## config.mk

```make
export PLATFORM = sky130hd
export DESIGN_NAME = pairwise_distance_matrix_top
export DESIGN_NICKNAME = d
export VERILOG_FILES = /design/src/design/pdm_pkg.sv /design/src/design/pdm_store.sv /design/src/design/pdm_sqrt.sv /design/src/design/pairwise_distance_matrix_top.sv
export SDC_FILE = /design/constraint.sdc
export NUM_CORES = 2
export LEC_CHECK = 0
export BUFFER_PORTS_ARGS = -buffer_cell sky130_fd_sc_hd__buf_2
export CAP_MARGIN = 10
export CORE_MARGIN = 2
export CORE_UTILIZATION = 59
export CTS_BUF_LIST = sky130_fd_sc_hd__clkbuf_8
export DETAILED_ROUTE_END_ITERATION = 16
export PLACE_DENSITY = 0.75
export SLEW_MARGIN = 20
export SYNTH_ARGS = -nofsm -noshare
export SYNTH_HDL_FRONTEND = slang
export SYNTH_SLANG_ARGS = --single-unit
```

## constraint.sdc

```tcl
create_clock -name clk -period 7.5 [get_ports clk]
set_clock_uncertainty 0.15 [all_clocks]
set_input_delay 1.125 -clock clk [delete_from_list [all_inputs] [get_ports clk]]
set_output_delay 1.125 -clock clk [all_outputs]
set_load 0.03 [all_outputs]
```

## src/design/pdm_pkg.sv

```systemverilog
// Shared widths and constants of the pairwise distance matrix block.
// No dependencies; used by the top level, the checker and the bench.
package pdm_pkg;
	localparam int IDX_W  = 6;
	localparam int DIST_W = 25;
	localparam logic [DIST_W-1:0] DIST_MAX = 25'd33554431;
endpackage

```

## src/design/pdm_store.sv

```systemverilog
// Point store: single write port, single registered read port.
// No dependencies.
module pdm_store #(
	parameter int DEPTH = 64,
	parameter int WIDTH = 48,
	parameter int AW    = 6
) (
	input  logic             clk,
	input  logic             we,
	input  logic [AW-1:0]    waddr,
	input  logic [WIDTH-1:0] wdata,
	input  logic [AW-1:0]    raddr,
	output logic [WIDTH-1:0] rdata
);
	logic [WIDTH-1:0] mem_q [DEPTH];
	logic [WIDTH-1:0] rdata_q;

	always_ff @(posedge clk) begin
		if (we) begin
			mem_q[waddr] <= wdata;
		end
		rdata_q <= mem_q[raddr];
	end

	assign rdata = rdata_q;
endmodule

```

## src/design/pdm_sqrt.sv

```systemverilog
// Iterative integer square root, one root bit per cycle.
// No dependencies; instantiated by the top level.
module pdm_sqrt #(
	parameter int ROOT_W = 25
) (
	input  logic                  clk,
	input  logic                  arst_n,
	input  logic                  start,
	input  logic [2*ROOT_W-1:0]   radicand,
	output logic                  done,
	output logic [ROOT_W-1:0]     root
);
	localparam int RAD_W = 2 * ROOT_W;
	localparam int CNT_W = $clog2(ROOT_W + 1);

	logic [RAD_W-1:0]  rad_q;
	logic [ROOT_W:0]   rem_q;
	logic [ROOT_W-1:0] root_q;
	logic [CNT_W-1:0]  cnt_q;
	logic              run_q;
	logic              done_q;

	logic [ROOT_W+2:0] rem_sh;
	logic [ROOT_W+2:0] trial;
	logic [ROOT_W+2:0] rem_nx;
	logic              ge;

	always_comb begin
		rem_sh = {rem_q, rad_q[RAD_W-1 -: 2]};
		trial  = {1'b0, root_q, 2'b01};
		ge     = rem_sh >= trial;
		rem_nx = ge ? (rem_sh - trial) : rem_sh;
	end

	always_ff @(posedge clk or negedge arst_n) begin
		if (!arst_n) begin
			run_q  <= 1'b0;
			done_q <= 1'b0;
			cnt_q  <= '0;
		end else begin
			// pulse after the last iteration
			done_q <= run_q && !start && (cnt_q == CNT_W'(1));
			if (start) begin
				run_q <= 1'b1;
				cnt_q <= CNT_W'(ROOT_W);
			end else if (run_q) begin
				cnt_q <= cnt_q - CNT_W'(1);
				if (cnt_q == CNT_W'(1)) begin
					run_q <= 1'b0;
				end
			end
		end
	end

	always_ff @(posedge clk) begin
		if (start) begin
			rad_q  <= radicand;
			rem_q  <= '0;
			root_q <= '0;
		end else if (run_q) begin
			rad_q  <= {rad_q[RAD_W-3:0], 2'b00};
			rem_q  <= rem_nx[ROOT_W:0];
			root_q <= {root_q[ROOT_W-2:0], ge};
		end
	end

	assign done = done_q;
	assign root = root_q;
endmodule

```

## src/design/pairwise_distance_matrix_top.sv

```systemverilog
// Pairwise Euclidean distance block: top level, sequencer, difference and
// shared multiplier. Depends on pdm_pkg, pdm_store and pdm_sqrt.
//
//  channel   | handshake             | payload
//  ----------+-----------------------+--------------------------------------------
//  input     | start & !busy         | new_set, x_coord, y_coord
//  result    | result_valid (strobe) | earlier_index, new_index, distance,
//            |                       | overflow, last
//
// Timing: an item that is dropped (store full) or opens a set leaves busy low;
// its result, if any, shows the cycle after acceptance. An item with n earlier
// points keeps busy high while each of its n pairs passes through the read,
// difference, two squares, sum and bit-serial square root, one bit per cycle.
// Reset clears the point count and sequencer; the store holds garbage until
// written, and only written entries are read. The receiver cannot stall.
module pairwise_distance_matrix_top
	import pdm_pkg::*;
#(
	parameter int MAX_POINTS = 64,
	parameter int COORD_BITS = 24
) (
	input  logic                         clk,
	input  logic                         arst_n,
	input  logic                         start,
	output logic                         busy,
	input  logic                         new_set,
	input  logic signed [COORD_BITS-1:0] x_coord,
	input  logic signed [COORD_BITS-1:0] y_coord,
	output logic                         result_valid,
	output logic [IDX_W-1:0]             earlier_index,
	output logic [IDX_W-1:0]             new_index,
	output logic [DIST_W-1:0]            distance,
	output logic                         overflow,
	output logic                         last
);
	localparam int IW     = $clog2(MAX_POINTS);       // store address
	localparam int CW     = $clog2(MAX_POINTS + 1);   // point count
	localparam int PW     = 2 * COORD_BITS;           // stored point {x, y}
	localparam int SQ_W   = 2 * COORD_BITS;           // one square
	localparam int ROOT_W = COORD_BITS + 1;           // root of a sum of two squares
	localparam int RAD_W  = 2 * ROOT_W;
	localparam int EXT_W  = (ROOT_W > DIST_W) ? ROOT_W : DIST_W;

	// sequencer states
	localparam logic [2:0] ST_IDLE = 3'd0;
	localparam logic [2:0] ST_READ = 3'd1;  // store read in flight
	localparam logic [2:0] ST_DIFF = 3'd2;  // absolute differences
	localparam logic [2:0] ST_SQX  = 3'd3;  // dx squared
	localparam logic [2:0] ST_SQY  = 3'd4;  // dy squared
	localparam logic [2:0] ST_ADD  = 3'd5;  // sum, launch root
	localparam logic [2:0] ST_ROOT = 3'd6;  // wait for root

	logic [2:0]            state_q;
	logic [CW-1:0]         count_q;
	logic [IW-1:0]         idx_q;
	logic [IW-1:0]         j_q;
	logic [COORD_BITS-1:0] x_q, y_q;
	logic [COORD_BITS-1:0] dx_q, dy_q;
	logic [SQ_W-1:0]       prod_q, sq_q;

	logic                  result_valid_q;
	logic [IDX_W-1:0]      earlier_index_q, new_index_q;
	logic [DIST_W-1:0]     distance_q;
	logic                  overflow_q, last_q;

	// accept path
	logic          accept;
	logic [CW-1:0] base;
	logic          full;
	logic          we;

	assign accept = start && (state_q == ST_IDLE);
	assign base   = new_set ? '0 : count_q;
	assign full   = (base == CW'(MAX_POINTS));
	assign we     = accept && !full;

	logic [PW-1:0] rdata;

	pdm_store #(
		.DEPTH (MAX_POINTS),
		.WIDTH (PW),
		.AW    (IW)
	) u_store (
		.clk   (clk),
		.we    (we),
		.waddr (base[IW-1:0]),
		.wdata ({x_coord, y_coord}),
		.raddr (j_q),
		.rdata (rdata)
	);

	// absolute coordinate differences, one sign bit wider than a coordinate
	logic [COORD_BITS-1:0] rx, ry;
	logic [COORD_BITS:0]   dxs, dys, adx, ady;

	always_comb begin
		rx  = rdata[PW-1:COORD_BITS];
		ry  = rdata[COORD_BITS-1:0];
		dxs = {x_q[COORD_BITS-1], x_q} - {rx[COORD_BITS-1], rx};
		dys = {y_q[COORD_BITS-1], y_q} - {ry[COORD_BITS-1], ry};
		adx = dxs[COORD_BITS] ? -dxs : dxs;
		ady = dys[COORD_BITS] ? -dys : dys;
	end

	// the one multiplier, shared by both squares
	logic [COORD_BITS-1:0] mul_op;
	logic [SQ_W-1:0]       mul_res;

	assign mul_op  = (state_q == ST_SQX) ? dx_q : dy_q;
	assign mul_res = SQ_W'(mul_op) * SQ_W'(mul_op);

	// square root
	logic              sq_start;
	logic [RAD_W-1:0]  radicand;
	logic              sq_done;
	logic [ROOT_W-1:0] root;

	assign sq_start = (state_q == ST_ADD);
	assign radicand = RAD_W'(sq_q) + RAD_W'(prod_q);

	pdm_sqrt #(
		.ROOT_W (ROOT_W)
	) u_sqrt (
		.clk      (clk),
		.arst_n   (arst_n),
		.start    (sq_start),
		.radicand (radicand),
		.done     (sq_done),
		.root     (root)
	);

	// saturate wide roots to the distance field
	logic [EXT_W-1:0]  root_ext;
	logic [DIST_W-1:0] dist_sat;

	always_comb begin
		root_ext = EXT_W'(root);
		dist_sat = (root_ext > EXT_W'(DIST_MAX)) ? DIST_MAX : DIST_W'(root_ext);
	end

	logic pair_last;
	assign pair_last = ((j_q + IW'(1)) == idx_q);

	// control
	always_ff @(posedge clk or negedge arst_n) begin
		if (!arst_n) begin
			state_q        <= ST_IDLE;
			count_q        <= '0;
			result_valid_q <= 1'b0;
		end else begin
			// strobe for a dropped point or a finished pair
			result_valid_q <= (accept && full) || ((state_q == ST_ROOT) && sq_done);
			unique case (state_q)
				ST_IDLE: begin
					if (accept && !full) begin
						count_q <= base + CW'(1);
						if (base != '0) begin
							state_q <= ST_READ;
						end
					end
				end
				ST_READ: state_q <= ST_DIFF;
				ST_DIFF: state_q <= ST_SQX;
				ST_SQX:  state_q <= ST_SQY;
				ST_SQY:  state_q <= ST_ADD;
				ST_ADD:  state_q <= ST_ROOT;
				ST_ROOT: begin
					if (sq_done) begin
						state_q <= pair_last ? ST_IDLE : ST_READ;
					end
				end
				default: state_q <= ST_IDLE;
			endcase
		end
	end

	// datapath registers
	always_ff @(posedge clk) begin
		if (accept) begin
			x_q   <= x_coord;
			y_q   <= y_coord;
			idx_q <= base[IW-1:0];
			j_q   <= '0;
			if (full) begin
				earlier_index_q <= '0;
				new_index_q     <= '0;
				distance_q      <= '0;
				overflow_q      <= 1'b1;
				last_q          <= 1'b1;
			end
		end
		if (state_q == ST_DIFF) begin
			dx_q <= adx[COORD_BITS-1:0];
			dy_q <= ady[COORD_BITS-1:0];
		end
		if (state_q == ST_SQX) begin
			prod_q <= mul_res;
		end
		if (state_q == ST_SQY) begin
			sq_q   <= prod_q;
			prod_q <= mul_res;
		end
		if (state_q == ST_ROOT && sq_done) begin
			earlier_index_q <= IDX_W'(j_q);
			new_index_q     <= IDX_W'(idx_q);
			distance_q      <= dist_sat;
			overflow_q      <= 1'b0;
			last_q          <= pair_last;
			j_q             <= j_q + IW'(1);
		end
	end

	assign busy          = (state_q != ST_IDLE);
	assign result_valid  = result_valid_q;
	assign earlier_index = earlier_index_q;
	assign new_index     = new_index_q;
	assign distance      = distance_q;
	assign overflow      = overflow_q;
	assign last          = last_q;
endmodule

```

==> reports/metrics.csv <==
metric;value;unit
final instance area;0.173;mm^2
startpoint of the worst register-to-register path;state_q[2];
post-synthesis register bit count;3480;
final setup fails;23;
RSZ-0062 raised after global routing;yes;
Crit. End Element;register;
CTS tree;built;
Hold Vio Cnt, Final;0;
mapped cell area;0.153;mm^2
Non-Filler Instances;12800;
R2R cell count;32;
WHS Path Cells;2;
Vias/cell;6.43;
CP top delay family;adder cells;
DP HPWL;235;mm
post-synthesis async set-or-reset flop share;0.00517;
Crit path largest cell delay;0.54;ns
Fmax;0.125;GHz
total vias in the final route;82400;
Fillers;16500;
CP max FO;6;
drt drc;0;
Layout area overhead;12.9;%
grt ovf;0;
Max H-tree Level;6;
Num CTS Buffers;547;
clk buf depth;4;
pre-CTS setup slack;-0.613;ns
critical path arrival;8.74;ns
DIE WIDTH;514;um
minimum clock period;7.98;ns
Die Y;514;um
most frequent cell on the critical path;fa_1;
Top FF cell, synth;edfxtp_1;
final worst setup slack;-0.480;ns
drt first-iter violations;11200;
post-synthesis sequential area ratio;0.675;
placed cell count;11800;
EDFF count, synth;3362;
Avg WL per Cell;31.1;um
worst min path class;input pin to register;
Slew HR;0.215;
GRT Overall Usage;0.303;
Final Max Slew Viols;0;
largest net degree at the start of global routing;122;
Synth Net Count;8935;
core area;0.259;mm^2
ANT nets after route;0;
port bufs;92;
Clock Root Buffer;clkbuf_8;
FF-to-FF End;prod_q[41];
cell area after placement;0.162;mm^2
die area;0.264;mm^2
Setup crit start kind;register;
Max stage delay cell, worst path;fa_1;
first-pass GRT wire length;571;mm
Slew @ Worst Pin;1.18;ns
Initial Utilization;0.592;
clock latency on the worst-skew pair;1.20;ns
Mapped Avg Cell Area;18.8;um^2
final period utilization;1.06;
register-to-register setup slack;-0.48;ns
final wirelength;399;mm
Max-Cap Viols;0;
hold path startpoint;new_set;
# clock sinks;3480;
WP buf/inv;13;
CTS clk-pin slew, worst paths;0.06;ns
initial antenna violation count;33;
row cnt;187;
failing checks;negative setup slack;
kind of critical path;register to register;
WP data required;8.26;ns
Pre-antenna DRT Iters;9;
vias in the first global route;82800;
yosys synthesis warning count;0;
Ports;93;
Distinct cells, synth;92;
outcome;finished, violations left;
WHS Endpoint;count_q[6];
share of post-route cells with drive strength above 1;0.272;
Total Neg Setup Slack;-5.88;ns
GP Congestion;0.982;
Syn Inst Count;8162;
Layout Nets;9762;
registers in the layout, summed over array words and instances (netlist names), 3 cells and up:
signal         flops
state_q            3
u_store.mem_q   3072
u_sqrt.cnt_q       5
distance          25
x_q               24
dy_q              24
u_store.rdata     48
j_q                6
prod_q            47
new_index          6
y_q               24
u_sqrt.root       25
u_sqrt.rem_q      26
sq_q              47
dx_q              24
idx_q              6
u_sqrt.rad_q      50
count_q            7
earlier_index      6
layout by cell type, fill, tap and decap left out, types with 100 or more instances in the layout:
| cell | n |
|---|---|
| fa_1 | 410 |
| inv_1 | 903 |
| xnor2_1 | 129 |
| nand2_1 | 308 |
| dfxtp_1 | 100 |
| nor2_1 | 295 |
| clkinv_1 | 113 |
| mux4_2 | 1008 |
| clkbuf_8 | 576 |
| buf_4 | 438 |
| edfxtp_1 | 3362 |
| ha_1 | 285 |
| a21oi_1 | 158 |
| o21ai_0 | 117 |
cell usage after synthesis, types with 30 or more instances:
cell type     n  share of area
edfxtp_1   3362           0.66
a21o_1       90         0.0044
nor3_1       30        0.00098
nand2_1     321         0.0079
ha_1        297          0.024
o21ai_0     123         0.0040
xnor2_1     130         0.0074
and2_1       30         0.0012
dfxtp_1     100          0.013
nand3_1      40         0.0013
nand2b_1     30         0.0012
xor2_1       69         0.0039
inv_1       731          0.018
clkbuf_1    242         0.0059
buf_1        97         0.0024
mux4_2     1008           0.15
fa_1        424          0.055
nor2_1      381         0.0093
a21oi_1     172         0.0056
mux2i_1      54         0.0035
per-stage QoR:
stage	util	hold slack, ns
finish	0.668	0.171
detailed placement	0.625	0.301
CTS	0.666	0.0741
global route	0.668	0.172
floorplan	-	0.283
global placement	0.624	0.300
worst max path at each step:
| stage | start | end | slack, ns | cells after the start |
|---|---|---|---|---|
| finish | state_q[2] | prod_q[41] | -0.48 | 32 |
| CTS | state_q[2] | prod_q[41] | -0.35 | 31 |
| detailed placement | state_q[0] | prod_q[46] | -0.61 | 29 |
| global route | state_q[2] | prod_q[41] | -0.70 | 31 |
| floorplan | state_q[0] | prod_q[47] | -0.07 | 29 |
| global placement | state_q[0] | prod_q[46] | -0.45 | 30 |
cells by family (layout without fill, tap and decap cells):
logic type	after synthesis	after routing	synth area share
XOR/XNOR	199	199	0.0114
flip-flops	3480	3480	0.675
AND/OR/NAND/NOR	982	982	0.0288
other	0	10	0
adder cells (fa/ha/maj)	721	721	0.0796
AO/OA/AOI/OAI	611	611	0.0259
buffers and inverters	1087	2328	0.0267
multiplexers	1082	1082	0.153
timing repair:
action / in CTS / in global routing
hold buffers: 1 / 0
pin swaps: 30 / 47
setup endpoints to repair: 23 / 27
gates resized for setup: 107 / 86
endpoints found under the hold margin: 18 / 0
gates cloned: 3 / 0
buffers inserted: 17 / 26
cell type report:
cell class	instances	area, um^2	share of cell area
flip-flops and latches	3480	103000	0.598
well taps	3402	4260	0.0246
clock inverters	387	1970	0.0114
repair buffers	623	5640	0.0326
inverters	742	2810	0.0162
clock buffers	576	7930	0.0458
diodes	10	25.0	0.000145
multi-input cells	3595	47000	0.272
per-layer routing:
layer  vias to the layer above  track usage  wire length (um)
met3                       933       0.0682             43400
met2                      4932        0.485            193000
met1                     43000        0.409            145000
met5                         -            0                99
met4                        16        0.121             17800
li1                      33500            -                 -
worst register-to-register path: cells and delay by family (launching register included):
family | cells | cell delay, ns
adders and majority gates | 8 | 3.72
buffers and inverters | 13 | 1.30
AOI/OAI and AO/OA | 6 | 1.21
and+or+nand+nor | 4 | 0.63
DFF | 1 | 0.37
muxes | 1 | 0.34
Power is not shown: default switching activity piles up to over one toggle a cycle in this logic, so the estimate is an artifact.
